==> src/sv/mtd_pkg.sv <==
package mtd_pkg;

    localparam int OPERAND_BITS = 16;
    localparam int FIELD_BITS   = 16;
    localparam int CNT_BITS     = $clog2(OPERAND_BITS + 1);
    localparam int SQ_BITS      = 2 * OPERAND_BITS;

    typedef logic [OPERAND_BITS-1:0] t_operand;
    typedef logic [FIELD_BITS-1:0]   t_field;
    typedef logic [SQ_BITS-1:0]      t_square;

    typedef struct packed {
        t_operand quotient;
        t_operand remainder;
    } t_div_res;

endpackage

==> src/sv/mtd_div.sv <==
module mtd_div (
    input  logic               i_clk,
    input  logic               i_rst_n,
    input  logic               i_start,
    input  mtd_pkg::t_operand  i_dividend,
    input  mtd_pkg::t_operand  i_divisor,
    output logic               o_done,
    output mtd_pkg::t_div_res  o_res
);

    logic [mtd_pkg::CNT_BITS-1:0]     r_cnt;
    logic                             r_done;
    mtd_pkg::t_operand                r_quo;
    mtd_pkg::t_operand                r_rem;
    mtd_pkg::t_operand                r_div;

    logic [mtd_pkg::OPERAND_BITS:0]   w_shift;
    logic [mtd_pkg::OPERAND_BITS:0]   w_diff;
    logic                             w_ge;
    mtd_pkg::t_operand                n_rem;
    mtd_pkg::t_operand                n_quo;

    // one restoring step per cycle
    always_comb begin
        w_shift = {r_rem, r_quo[mtd_pkg::OPERAND_BITS-1]};
        w_ge    = w_shift >= {1'b0, r_div};
        w_diff  = w_shift - {1'b0, r_div};
        n_rem   = w_ge ? w_diff[mtd_pkg::OPERAND_BITS-1:0]
                       : w_shift[mtd_pkg::OPERAND_BITS-1:0];
        n_quo   = {r_quo[mtd_pkg::OPERAND_BITS-2:0], w_ge};
    end

    always_ff @(posedge i_clk) begin
        if (!i_rst_n) begin
            r_cnt  <= '0;
            r_done <= 1'b0;
        end else begin
            r_done <= 1'b0;
            if (i_start) begin
                r_quo <= i_dividend;
                r_rem <= '0;
                r_div <= i_divisor;
                r_cnt <= mtd_pkg::CNT_BITS'(mtd_pkg::OPERAND_BITS);
            end else if (r_cnt != '0) begin
                r_quo  <= n_quo;
                r_rem  <= n_rem;
                r_cnt  <= r_cnt - 1'b1;
                r_done <= (r_cnt == mtd_pkg::CNT_BITS'(1));
            end
        end
    end

    assign o_done          = r_done;
    assign o_res.quotient  = r_quo;
    assign o_res.remainder = r_rem;

endmodule

==> src/sv/modulus_and_trial_division_prime_test_unit.sv <==
// Remainder and trial-division prime test.
// Input channel: an item is taken at a clock edge with start high and busy
// low. i_mode selects the operation: 0 gives i_first_operand mod
// i_second_operand, 1 tests i_first_operand for a proper divisor.
// Output channel: o_done is high for exactly one cycle with all result
// fields valid; the receiver cannot stall, so o_done is never held.
// Sequence:
//   zero divisor or tested number below two: result in the cycle after accept
//   mode 0 division: the divider starts at accept, and S_DIV registers its
//   remainder when it is done; mode 1: an S_CHECK step, then a division in
//   S_TRIAL, for each trial divisor d = 2, 3 and up while d*d <= n (at most 254)
// All division goes through one shared restoring divider that retires one
// quotient bit per cycle; the trial square is kept by adding 2d + 1.
// busy stays high from accept until the cycle in which o_done rises; a new
// item may be started in the o_done cycle. One item is in work at a time.
// Reset (i_rst_n low, synchronous) returns the sequencer to idle and drops
// o_done and busy; any item in work is dropped.
module modulus_and_trial_division_prime_test_unit (
    input  logic             i_clk,
    input  logic             i_rst_n,
    input  logic             start,
    output logic             busy,
    input  logic             i_mode,
    input  mtd_pkg::t_field  i_first_operand,
    input  mtd_pkg::t_field  i_second_operand,
    output logic             o_done,
    output mtd_pkg::t_field  o_remainder,
    output logic             o_divide_by_zero,
    output logic             o_is_composite,
    output mtd_pkg::t_field  o_largest_divisor,
    output mtd_pkg::t_field  o_cofactor,
    output logic             o_below_two
);

    typedef enum logic [1:0] {
        S_IDLE,
        S_DIV,
        S_CHECK,
        S_TRIAL
    } t_state;

    t_state             r_state;
    logic               r_done;
    mtd_pkg::t_field    r_remainder;
    logic               r_divide_by_zero;
    logic               r_is_composite;
    mtd_pkg::t_field    r_largest_divisor;
    mtd_pkg::t_field    r_cofactor;
    logic               r_below_two;
    mtd_pkg::t_operand  r_num;
    mtd_pkg::t_operand  r_d;
    mtd_pkg::t_square   r_sq;

    mtd_pkg::t_operand  w_a;
    mtd_pkg::t_operand  w_b;
    logic               w_accept;
    logic               w_in_range;
    logic               w_div_start;
    mtd_pkg::t_operand  w_dividend;
    mtd_pkg::t_operand  w_divisor;
    logic               w_div_done;
    mtd_pkg::t_div_res  w_div_res;
    mtd_pkg::t_square   n_sq;

    assign w_a        = mtd_pkg::OPERAND_BITS'(i_first_operand);
    assign w_b        = mtd_pkg::OPERAND_BITS'(i_second_operand);
    assign w_accept   = start && (r_state == S_IDLE);
    assign w_in_range = r_sq <= mtd_pkg::SQ_BITS'(r_num);
    assign n_sq       = r_sq + {{(mtd_pkg::OPERAND_BITS-1){1'b0}}, r_d, 1'b0}
                             + mtd_pkg::SQ_BITS'(1);

    always_comb begin
        if (r_state == S_IDLE) begin
            w_div_start = w_accept && !i_mode && (w_b != '0);
            w_dividend  = w_a;
            w_divisor   = w_b;
        end else begin
            w_div_start = (r_state == S_CHECK) && w_in_range;
            w_dividend  = r_num;
            w_divisor   = r_d;
        end
    end

    mtd_div u_div (
        .i_clk      (i_clk),
        .i_rst_n    (i_rst_n),
        .i_start    (w_div_start),
        .i_dividend (w_dividend),
        .i_divisor  (w_divisor),
        .o_done     (w_div_done),
        .o_res      (w_div_res)
    );

    always_ff @(posedge i_clk) begin
        if (!i_rst_n) begin
            r_state <= S_IDLE;
            r_done  <= 1'b0;
        end else begin
            r_done <= 1'b0;
            unique case (r_state)
                S_IDLE: begin
                    if (w_accept) begin
                        r_remainder       <= '0;
                        r_divide_by_zero  <= 1'b0;
                        r_is_composite    <= 1'b0;
                        r_largest_divisor <= '0;
                        r_cofactor        <= '0;
                        r_below_two       <= 1'b0;
                        if (!i_mode) begin
                            if (w_b == '0) begin
                                r_divide_by_zero <= 1'b1;
                                r_done           <= 1'b1;
                            end else begin
                                r_state <= S_DIV;
                            end
                        end else if (w_a < mtd_pkg::OPERAND_BITS'(2)) begin
                            r_below_two <= 1'b1;
                            r_done      <= 1'b1;
                        end else begin
                            r_num   <= w_a;
                            r_d     <= mtd_pkg::OPERAND_BITS'(2);
                            r_sq    <= mtd_pkg::SQ_BITS'(4);
                            r_state <= S_CHECK;
                        end
                    end
                end
                S_DIV: begin
                    if (w_div_done) begin
                        r_remainder <= mtd_pkg::FIELD_BITS'(w_div_res.remainder);
                        r_done      <= 1'b1;
                        r_state     <= S_IDLE;
                    end
                end
                S_CHECK: begin
                    if (w_in_range) begin
                        r_state <= S_TRIAL;
                    end else begin
                        // no divisor up to the square root: prime
                        r_done  <= 1'b1;
                        r_state <= S_IDLE;
                    end
                end
                S_TRIAL: begin
                    if (w_div_done) begin
                        if (w_div_res.remainder == '0) begin
                            r_is_composite    <= 1'b1;
                            r_largest_divisor <= mtd_pkg::FIELD_BITS'(w_div_res.quotient);
                            r_cofactor        <= mtd_pkg::FIELD_BITS'(r_d);
                            r_done            <= 1'b1;
                            r_state           <= S_IDLE;
                        end else begin
                            r_d     <= r_d + 1'b1;
                            r_sq    <= n_sq;
                            r_state <= S_CHECK;
                        end
                    end
                end
                default: r_state <= S_IDLE;
            endcase
        end
    end

    assign busy              = (r_state != S_IDLE);
    assign o_done            = r_done;
    assign o_remainder       = r_remainder;
    assign o_divide_by_zero  = r_divide_by_zero;
    assign o_is_composite    = r_is_composite;
    assign o_largest_divisor = r_largest_divisor;
    assign o_cofactor        = r_cofactor;
    assign o_below_two       = r_below_two;

endmodule

==> config.mk <==
export PLATFORM = sky130hd
export DESIGN_NAME = modulus_and_trial_division_prime_test_unit
export DESIGN_NICKNAME = d
export VERILOG_FILES = /design/src/sv/mtd_pkg.sv /design/src/sv/mtd_div.sv /design/src/sv/modulus_and_trial_division_prime_test_unit.sv
export SDC_FILE = /design/constraint.sdc
export NUM_CORES = 1
export LEC_CHECK = 0
export BUFFER_PORTS_ARGS = -buffer_cell sky130_fd_sc_hd__buf_2
export CAP_MARGIN = 20
export CORE_MARGIN = 4
export CORE_UTILIZATION = 43
export CTS_BUF_LIST = sky130_fd_sc_hd__clkbuf_8
export DETAILED_ROUTE_END_ITERATION = 6
export GPL_TIMING_DRIVEN = 0
export SYNTH_ARGS = -nofsm -noshare
export SYNTH_HDL_FRONTEND = slang
export SYNTH_SLANG_ARGS = --single-unit
export TNS_END_PERCENT = 5
==> constraint.sdc <==
create_clock -name i_clk -period 11.6 [get_ports i_clk]
set_clock_uncertainty 0.05 [all_clocks]
set_input_delay 0 -clock i_clk [delete_from_list [all_inputs] [get_ports i_clk]]
set_output_delay 0 -clock i_clk [all_outputs]
set_load 0.01 [all_outputs]
# Yosys cells after proc, flatten, opt, wreduce, memory -nomap -nowiden
# Index checks and enable logic that the tools add are counted.
[word_totals] reg_bits=172 out_inout_bits=53 wordCells=117 inputBits=36
[classes] magnitude_cmp=3 n_reduce_logical=24 mux=52 n_eq_ne=13 add_sub_neg=5 bitwise_logic=3
[op_table] cell="16-bit two-way mux" n=17
[op_table] cell="32-bit two-way mux" n=5
[op_table] cell="16-bit case mux with 2 select lines" n=4
[op_table] cell="32-bit case mux with 2 select lines" n=1
[op_table] cell="32-bit by 1-bit adder with 32-bit output (second input constant)" n=1
[op_table] cell="32-bit by 17-bit adder with 32-bit output" n=1
[op_table] cell="32-bit by 16-bit less-or-equal comparator with 1-bit output" n=1
[op_table] cell="16-bit logical NOT" n=2
[op_table] cell="17-bit by 16-bit >= comparator with 1-bit output" n=1
[op_table] cell="16-bit by 1-bit adder with 16-bit output (second input constant)" n=1
[op_table] cell="16-bit by 2-bit less-than comparator with 1-bit output (second input constant)" n=1
[op_table] cell="2-bit two-way mux" n=8
[op_table] cell="16-bit nonzero test" n=1
[op_table] cell="16-bit subtractor" n=1
[op_table] cell="5-bit AND reduction" n=3
[op_table] cell="1-bit two-way mux" n=12
[op_table] cell="5-bit two-way mux" n=2
[op_table] cell="2-bit != test (second input constant)" n=5
[op_table] cell="2-bit case mux with 4 select lines" n=1
[op_table] cell="2-bit nonzero test" n=4
[op_table] cell="7-bit AND reduction" n=1
[op_table] cell="3-bit != test (second input constant)" n=2
[op_table] cell="5-bit by 1-bit == test with 1-bit output (second input constant)" n=1
[op_table] cell="5-bit nonzero test" n=1
[op_table] cell="other kinds (15)" n=23

# Longest topological paths before layout
# Gate-level depths: netlist of run 1.
[depth] ltp_word=7 mapped_depth=11 ltp_nobuf=10

# Modules after synthesis
# A second synthesis of run 1 with hierarchy kept.
[unflattened] hier_cells=893 area_unflattened_um2=9878.2
[by_module_without_submodules] mod="modulus_and_trial_division_prime_test_unit" n_inst=1 seq_area_each_um2=3513.4 area_each_um2=6656.4 cells_each=609
[by_module_without_submodules] mod="mtd_div" n_inst=1 seq_area_each_um2=1561.5 area_each_um2=3221.8 cells_each=284

# Least setup slack after synthesis of run 1
# OpenSTA, ideal clock, no wires.
[synth_path] path_kind="register -> register" start="register r_sq[15]" end="register u_div.r_quo[0], enable pin" required_ns=11.120 setup_slack_ns=7.448 setup_time_ns=0.430 t_arrival_ns=3.672 period_less_slack_ns=4.152 path_stages_with_launch=10 path_buffers=2 path_cell_list="edfxtp_1 > ha_1 > nand4_1 > or4_1 > nor4_1 > a31oi_2 > a2bb2oi_2 > buf_4 > buf_2 > a21boi_1"
[synth_via] elab_chain_cells=5
[synth_lines] element="start, declared" line="modulus_and_trial_division_prime_test_unit.sv:52" rtl="mtd_pkg::t_square r_sq;"
[synth_lines] element="start signal, assigned" line="modulus_and_trial_division_prime_test_unit.sv:122" rtl="r_sq <= mtd_pkg::SQ_BITS'(4);"
[synth_lines] element="start signal, assigned" line="modulus_and_trial_division_prime_test_unit.sv:153" rtl="r_sq <= n_sq;"
[synth_lines] element="32-bit by 16-bit less-or-equal comparator with 1-bit output" line="modulus_and_trial_division_prime_test_unit.sv:68" rtl="assign w_in_range = r_sq <= mtd_pkg::SQ_BITS'(r_num);"
[synth_lines] element="1-bit logical AND" line="modulus_and_trial_division_prime_test_unit.sv:78" rtl="w_div_start = (r_state == S_CHECK) && w_in_range;"
[synth_lines] element="1-bit two-way mux" line="modulus_and_trial_division_prime_test_unit.sv:73" rtl="if (r_state == S_IDLE) begin"
[synth_lines] element="2-bit nonzero test (no source line)"
[synth_lines] element="2-bit AND reduction (no source line)"
[synth_lines] element="end signal, assigned" line="mtd_div.sv:40" rtl="r_quo <= i_dividend;"
[synth_lines] element="end signal, assigned" line="mtd_div.sv:45" rtl="r_quo <= n_quo;"
[synth_lines] element="end, declared" line="mtd_div.sv:13" rtl="mtd_pkg::t_operand r_quo;"
# No other way between the ends.
# A chain may end at the register's enable or synchronous reset.

# Worst setup path in the final report of run 1
[layout_path] start="register r_sq[14]" end="register u_div.r_rem[15], enable pin"
[layout_via] elab_chain_cells=5
[layout_lines] element="32-bit by 16-bit less-or-equal comparator with 1-bit output" line="modulus_and_trial_division_prime_test_unit.sv:68"
[layout_lines] element="1-bit logical AND" line="modulus_and_trial_division_prime_test_unit.sv:78"
[layout_lines] element="1-bit two-way mux" line="modulus_and_trial_division_prime_test_unit.sv:73"
[layout_lines] element="2-bit nonzero test (no source line)"
[layout_lines] element="2-bit AND reduction (no source line)"
[layout_lines] element="end signal, assigned" line="mtd_div.sv:46" rtl="r_rem <= n_rem;"
[layout_lines] element="end, declared" line="mtd_div.sv:14" rtl="mtd_pkg::t_operand r_rem;"
# No other way between the ends.

==> results.tsv, run 1 <==
stage	metric	value	unit
critical_path	path_cells	ha_1, nand4_1, or4_1, nor4_1, a31oi_2, a2bb2oi_2, buf_4, buf_2, a21boi_4, buf_16	
logic_synthesis	synthesis.area	0.00972	mm^2
critical_path	max_stage_delay	0.60	ns
critical_path	crit_required	11.73	ns
job	maxCapViolCount	0	
place	place.gp.congestion	0.895	
critical_path	arrival	3.92	ns
power	cellPowerDensity	173	mW/mm^2
critical_path	startpoint	r_sq[14]	
timing	postLayoutSetupSlackWorst	7.81	ns
timing	worst_slew_pin_slew	0.834	ns
detailed_routing	vias	7350	
cells_and_area	area_delta_synth_final	17.1	%
critical_path	end_kind	register	
timing	clock.fmax	264	MHz
clock_network	clock_latency	0.47	ns
grt	grt_max_degree	34	
logic_synthesis	ys_top_cells_by_count	163 x edfxtp_1, 79 x nand2_1, 71 x nor2_1, 52 x a21oi_1, 52 x ha_1	
logic_synthesis	synth_top_area_share	0.504	
timing	relSlewSlack	0.444	
grt	grt_pass1_vias	7090	
cells_and_area	fillers	2007	
logic_synthesis	synth_seq_cells	172	
clock_network	postCtsSetupBuffers	0	
detailed_routing	routed_wl	24100	um
place	port_buffers	88	
logic_synthesis	synth_warnings	0	
clock_network	clock-sinks	172	
cells_and_area	drive_gt1_frac	0.151	
detailed_routing	drtIter0Drc	401	
detailed_routing	firstDrtPassIters	5	
die	die_h	158	um
logic_synthesis	synthDistinctLibCells	65	
critical_path	crit_end	u_div.r_rem[15]	
clock_network	cts_tree	done	
die	io_pins	89	
grt	overflow	0	
detailed_routing	wl_per_cell	17.9	um
logic_synthesis	yosysMostFrequentCell	edfxtp_1	
die	core	0.0220	mm^2
clock_network	ctsResizeCount	0	
die	dieArea	0.0251	mm^2
cells_and_area	diodes	0	
power	peakVddDrop	0.0742	mV
grt	grt_pass1_wl	38500	um
cells_and_area	fin_nets	1140	
timing	rsz0062_at_grt	false	
grt	grt_usage	0.197	
clock_network	cts_buffers	17	
critical_path	critPathLaunchType	register	
timing	setup_viol	0	
place	dpl_cell_area	0.0106	mm^2
die	start_util	0.441	
critical_path	cp.depth	10	
critical_path	reg2reg_slack	7.81	ns
place	place_ws	7.87	ns
critical_path	r2r.worst_path.cells	10	
power	p_leak	4.61	nW
place	dpl.hpwl	18100	um
detailed_routing	drc_errors	0	
clock_network	root_buffer	clkbuf_8	
logic_synthesis	syn_nets	992	
detailed_routing	vias_per_cell	5.47	
logic_synthesis	avgSynthCellArea	10.8	um^2
timing	min_period_over_period	0.327	
die	die_x	158	um
timing	hold_violations	0	
clock_network	clkSlewWorstSetupHoldPaths	0.09	ns
critical_path	path_class	reg -> reg	
critical_path	path_buf_inv	3	
cells_and_area	post-route-util	0.517	
critical_path	critPathTopFamily	simple AND/OR/NAND/NOR gates	
logic_synthesis	netlist_instances	902	
status	status	complete, no violations	
clock_network	htreeDepth	4	
timing	tns	0	ns
critical_path	worstPathMaxFanout	17	
critical_path	slowest_stage	or4_1	
logic_synthesis	synth_area_leader_cell	edfxtp_1	
grt	antenna_found_initial	0	
critical_path	r2r_end	u_div.r_rem[15]	
min_path	hold_class	in -> reg	
critical_path	r2r-start	r_sq[14]	
logic_synthesis	yosys_most_used_dff	edfxtp_1	
die	rows	54	
detailed_routing	antenna_left	0	
cells_and_area	final_area	0.0114	mm^2
logic_synthesis	async_flop_share	0	
logic_synthesis	synth-edff-count	163	
timing	slew_viol_final	0	
timing	period_needed	3.79	ns
logic_synthesis	synth_seq_area_share	0.522	
logic_synthesis	synth_area_leaders	edfxtp_1 50%, ha_1 6.7%, mux2i_1 3.3%	
clock_network	cts_buffer_depth	2	
==> kinds of logic after synthesis <==
kind of cell / after synthesis / share of synthesized area
compound gates: 169 / 0.108
buf+inv: 85 / 0.0354
mux: 47 / 0.0503
xor+xnor: 41 / 0.0370
fa+ha+maj: 54 / 0.0711
simple gates: 334 / 0.176
flops: 172 / 0.522
==> metrics by stage <==
stage	power, mW	hold WS, ns	std cells
floorplan	1.33	0.0489	902
global placement	1.49	0.156	1270
detailed placement	1.51	0.159	1274
CTS	1.98	0.202	1343
global route	2.10	0.199	1343
finish	1.97	0.226	1343
==> sequential cells by signal (all words and copies together), names as in the netlist, 2 cells and up <==
register           cells
o_largest_divisor     16
u_div.r_quo           16
u_div.r_cnt            5
u_div.r_rem           16
o_remainder           16
r_d                   16
r_sq                  32
o_cofactor            16
r_num                 16
r_state                2
u_div.r_div           16
==> routing by layer <==
metal	vias up	global-route usage	part of all wire
li1	3628	-	-
met1	3510	0.291	0.50
met2	184	0.304	0.44
met3	28	0.0275	0.040
met4	0	0.0577	0.018
met5	-	0	0
==> cell type report <==
class	count	area (um^2)	area share
repair buffers	129	877	0.0771
well taps	280	350	0.0308
clock inverters	15	183	0.0161
plain buffers	36	160	0.0141
clock buffers	17	234	0.0206
inverters	49	184	0.0162
multi-input cells	645	4320	0.379
flip-flops and latches	172	5070	0.446
==> repair_timing <==
item                       CTS  global route
hold endpoints to repair    54             0
hold buffers                37             0
setup endpoints to repair    0             0
==> where the power goes <==
part	switching (mW)	total (mW)	internal, mW
Sequential	0.0742	0.875	0.801
Combinational	0.364	0.637	0.273
Clock	0.240	0.457	0.217
Total	0.679	1.97	1.29
==> worst min-delay path by stage <==
stage	startpoint	end	depth (start not counted)
floorplan	i_first_operand[0]	r_num[0]	0
global placement	i_first_operand[0]	r_num[0]	1
detailed placement	i_first_operand[0]	r_num[0]	1
CTS	i_first_operand[3]	r_num[3]	2
global route	i_first_operand[0]	r_num[0]	2
finish	i_first_operand[3]	r_num[3]	2
==> placed cells by master, fill, tap and decap left out, drive strengths merged, types with 10 or more instances in the layout <==
cell type,instances
buf,102
nor2,71
inv,57
ha,52
nand3,19
nand2b,15
nor4,18
xor2,17
and3,43
mux2i,32
and2,28
a21oi,53
nand4,15
dlygate4sd3,37
edfxtp,163
mux2,15
a31oi,10
o21ai,52
xnor2,24
nand2,80
clkbuf,43
nor3,19
No activity file was read; power rests on OpenSTA's default activity.
==> run 2, diff against run 1 <==
- clock period: 11.6 -> 3.6 ns (I/O delays scaled with it)
==> results.tsv, run 2 (synthesis results as in run 1) <==
stage	metric	value	unit
timing	worst_slew_pin_slew	0.850	ns
clock_network	clkSlewWorstSetupHoldPaths	0.09	ns
critical_path	critPathLaunchType	register	
power	seq_power_share	0.445	
place	place_ws	-0.128	ns
clock_network	clock-sinks	172	
timing	rsz0062_at_grt	false	
die	rows	54	
die	die_x	158	um
detailed_routing	wl_per_cell	17.8	um
power	cellPowerDensity	554	mW/mm^2
power	peakVddDrop	0.251	mV
critical_path	path_class	reg -> reg	
critical_path	reg2reg_slack	0.20	ns
cells_and_area	top_register	r_sq	
clock_network	cts_buffers	17	
power	swShare	0.341	
detailed_routing	firstDrtPassIters	5	
grt	overflow	0	
place	place.gp.congestion	0.888	
status	status	complete, no violations	
job	maxCapViolCount	0	
power	intPower	4.16	mW
detailed_routing	antenna_left	0	
timing	min_period_over_period	0.945	
grt	antenna_found_initial	0	
detailed_routing	vias	7234	
cells_and_area	final_cell_mix	163 x edfxtp_1, 93 x buf_2, 79 x nand2_1	
detailed_routing	vias_per_cell	5.38	
timing	hold_violations	0	
timing	period_needed	3.40	ns
detailed_routing	drc_errors	0	
die	dieArea	0.0251	mm^2
clock_network	cts_tree	done	
clock_network	cts_buffer_depth	2	
cells_and_area	drive_gt1_frac	0.152	
cells_and_area	fillers	1994	
clock_network	root_buffer	clkbuf_8	
power	pwr-share-comb	0.326	
power	p_leak	4.62	nW
cells_and_area	fin_nets	1141	
die	core	0.0220	mm^2
timing	relSlewSlack	0.434	
min_path	hold_class	in -> reg	
cells_and_area	layout_commonest_cell	edfxtp_1	
timing	clock.fmax	294	MHz
power	p_clk_frac	0.229	
critical_path	arrival	3.53	ns
detailed_routing	drtIter0Drc	476	
power	power.total	6.31	mW
place	port_buffers	88	
grt	grt_pass1_vias	6834	
cells_and_area	largest_reg_flops	32	
clock_network	clock_latency	0.46	ns
critical_path	worstPathMaxFanout	17	
detailed_routing	routed_wl	24000	um
power	p_switching	2.15	mW
die	die_h	158	um
clock_network	htreeDepth	4	
timing	slew_viol_final	0	
grt	grt_usage	0.192	
die	io_pins	89	
cells_and_area	area_delta_synth_final	17.3	%
critical_path	crit_required	3.72	ns
place	dpl.hpwl	18100	um
grt	grt_max_degree	34	
timing	setup_viol	0	
critical_path	end_kind	register	
grt	grt_pass1_wl	37300	um
die	start_util	0.441	
cells_and_area	diodes	0	
timing	postLayoutSetupSlackWorst	0.197	ns
run 2: changes by cell type in the layout (fill, tap and decap cells not counted):
cell / delta
nor2b_2: +1
inv_6: -3
inv_1: +1
clkinvlp_4: -1
buf_12: +1
inv_8: -1
clkinv_4: +4
nor2b_1: -1
run 2: area by class of cell:
type | instances | area [um^2] | area share
inverter | 49 | 184 | 0.0161
clock buffer | 17 | 234 | 0.0205
sequential | 172 | 5070 | 0.445
tap | 280 | 350 | 0.0307
multi-input combinational | 645 | 4320 | 0.379
clock inverter | 15 | 176 | 0.0155
timing repair buffer | 130 | 897 | 0.0787
buffer | 36 | 160 | 0.0141
run 2: worst max-delay path, cell delays in order, from the launching register on:
cell	delay, ns
edfxtp_1	0.47
ha_1	0.33
nand4_1	0.16
or4_1	0.60
nor4_1	0.27
a31oi_2	0.13
a2bb2oi_2	0.21
buf_4	0.20
buf_2	0.22
a21boi_4	0.27
buf_16	0.19
run 2: final timing paths:
| path | startpoint | endpoint | cells after the start |
|---|---|---|---|
| hold / removal | i_first_operand[0] | r_num[0] | 2 |
| hold reg to reg | u_div.r_cnt[1] | u_div.r_cnt[1] | 2 |
| setup / recovery | r_sq[14] | u_div.r_rem[9] | 10 |
| setup reg to reg | r_sq[14] | u_div.r_rem[9] | 10 |
run 2: routing by layer:
metal	share of wire	vias up	GRT usage	wire, um
met5	0	-	0	0
met4	0.011	0	0.0443	266
met3	0.044	15	0.0239	1050
met2	0.44	173	0.300	10700
met1	0.50	3427	0.286	12000
li1	-	3619	-	-
run 2: power groups by stage:
stage | registers [mW] | logic (mW) | clock network [mW]
floorplan | 2.77 | 1.51 | 0
global placement | 2.86 | 1.93 | 0
detailed placement | 2.85 | 2.00 | 0
CTS | 2.80 | 2.06 | 1.47
global route | 2.84 | 2.31 | 1.55
finish | 2.81 | 2.06 | 1.45
run 2: what timing repair did:
action / 4_1_cts / 5_1_grt
hold endpoints to repair: 54 / 0
pin swaps: 1 / 0
resized for setup: 0 / 1
buffers inserted: 1 / 0
endpoints found under the setup margin: 17 / 11
hold buffers: 37 / 0
run 2: through the flow:
stage	instance area [um^2]	std cells	hold slack [ns]	setup TNS (ns)	utilization
after floorplan	9720	902	0.0489	0	-
after global placement	10500	1270	0.157	-33.35	0.477
after detailed placement	10600	1274	0.159	-2.16	0.481
after CTS	11400	1344	0.195	0	0.517
after global routing	11400	1344	0.222	0	0.517
final	11400	1344	0.227	0	0.517
==> run 3, diff against run 2 <==
- REMOVE_ABC_BUFFERS: unset -> 1
==> results.tsv, run 3 (synthesis results as in run 1) <==
stage	metric	value	unit
cells_and_area	area_delta_synth_final	16.1	%
die	dieArea	0.0251	mm^2
critical_path	worstPathMaxFanout	17	
critical_path	path_cells	ha_1, nand4_1, or4_1, nor4_1, a31oi_2, a2bb2oi_4, a21boi_4, buf_16	
grt	grt_usage	0.185	
cells_and_area	final_cells	1309	
clock_network	htreeDepth	4	
place	dp_cells	1242	
timing	tns	0	ns
die	core	0.0220	mm^2
clock_network	clkSlewWorstSetupHoldPaths	0.11	ns
timing	rsz0062_at_grt	false	
timing	worst_slew_pin_slew	0.919	ns
place	dpl_cell_area	0.0105	mm^2
power	p_switching	2.12	mW
clock_network	cts_buffer_depth	2	
clock_network	cts_buffers	17	
timing	slew_viol_final	0	
place	port_buffers	88	
power	cellPowerDensity	549	mW/mm^2
power	power.total	6.20	mW
cells_and_area	final_area	0.0113	mm^2
grt	grt_pass1_vias	6852	
power	p_clk_frac	0.230	
power	p_leak	4.56	nW
critical_path	end_kind	register	
cells_and_area	final_cell_mix	163 x edfxtp_1, 88 x buf_2, 78 x nand2_1	
detailed_routing	vias_per_cell	5.36	
grt	antenna_found_initial	0	
min_path	hold_class	in -> reg	
critical_path	reg2reg_slack	0.27	ns
critical_path	max_stage_delay	0.57	ns
die	die_h	158	um
clock_network	clock-sinks	172	
power	pwr-share-comb	0.317	
cells_and_area	drive_gt1_frac	0.156	
power	swShare	0.341	
clock_network	clock_latency	0.47	ns
cells_and_area	diodes	0	
critical_path	slowest_stage	or4_1	
die	rows	54	
critical_path	crit_required	3.72	ns
grt	grt_pass1_wl	36200	um
detailed_routing	drc_errors	0	
critical_path	r2r.worst_path.cells	8	
critical_path	critPathLaunchType	register	
min_path	min_path_cells	2	
timing	setup_viol	0	
clock_network	cts_tree	done	
cells_and_area	largest_reg_flops	32	
critical_path	arrival	3.45	ns
power	peakVddDrop	0.281	mV
cells_and_area	fillers	2007	
timing	hold_violations	0	
cells_and_area	fin_nets	1106	
clock_network	root_buffer	clkbuf_8	
job	maxCapViolCount	0	
critical_path	path_class	reg -> reg	
timing	period_needed	3.33	ns
cells_and_area	top_register	r_sq	
cells_and_area	post-route-util	0.512	
detailed_routing	drtIter0Drc	332	
detailed_routing	routed_wl	22500	um
power	seq_power_share	0.453	
die	start_util	0.441	
place	dpl.hpwl	16900	um
status	status	complete, no violations	
detailed_routing	firstDrtPassIters	5	
detailed_routing	antenna_left	0	
place	place.gp.congestion	0.907	
die	die_x	158	um
timing	min_period_over_period	0.924	
detailed_routing	vias	7022	
grt	grt_max_degree	45	
power	intPower	4.08	mW
timing	relSlewSlack	0.385	
cells_and_area	layout_commonest_cell	edfxtp_1	
grt	overflow	0	
detailed_routing	wl_per_cell	17.2	um
die	io_pins	89	
timing	clock.fmax	301	MHz
-- run 3: worst paths after layout --
path                                    startpoint             end
worst min register to register      u_div.r_cnt[1]  u_div.r_cnt[1]
worst max register to register            r_sq[14]  u_div.r_quo[1]
worst max-delay path                      r_sq[14]  u_div.r_quo[1]
worst min-delay path            i_first_operand[4]        r_num[4]
-- run 3: metal layers --
layer	up-vias	global-route usage	routed length (um)
met5	-	0	0
met4	0	0.0410	221
met3	16	0.0348	831
met2	117	0.320	11200
met1	3349	0.243	10200
li1	3540	-	-
-- run 3: repair_timing --
item                       in CTS  in global routing
resized for setup               0                  1
setup buffers                   0                  0
setup endpoints to repair       0                 11
hold buffers                   35                  0
hold endpoints to repair       61                  0
-- run 3: through the flow --
step | hold WS [ns] | worst slack (ns)
floorplan | 0.0489 | -1.74
global placement | 0.161 | -4.23
detailed placement | 0.165 | 0.143
CTS | 0.192 | 0.131
global route | 0.214 | 0.0755
finish | 0.230 | 0.275
-- run 3: power groups by stage --
stage,Sequential [mW],Clock [mW],Combinational (mW)
after floorplan,2.79,0,1.45
after global placement,2.87,0,1.84
after detailed placement,2.85,0,1.93
after CTS,2.81,1.46,1.98
after global routing,2.85,1.56,2.21
final,2.81,1.42,1.97
-- run 3: critical path, delay by kind of cell (launching register included) --
family | cells | cell delay (ns)
adders and majority gates | 1 | 0.32
DFF | 1 | 0.45
buffers and inverters | 1 | 0.24
and+or+nand+nor | 3 | 0.99
AOI/OAI and AO/OA | 3 | 0.96
-- run 3: area by class of cell --
cell class | count | area [um^2] | area share
tap | 280 | 350 | 0.0310
sequential | 172 | 5070 | 0.450
multi-input combinational | 645 | 4340 | 0.385
inverter | 49 | 184 | 0.0163
clock buffer | 17 | 234 | 0.0207
clock inverter | 15 | 175 | 0.0155
timing repair buffer | 131 | 927 | 0.0822
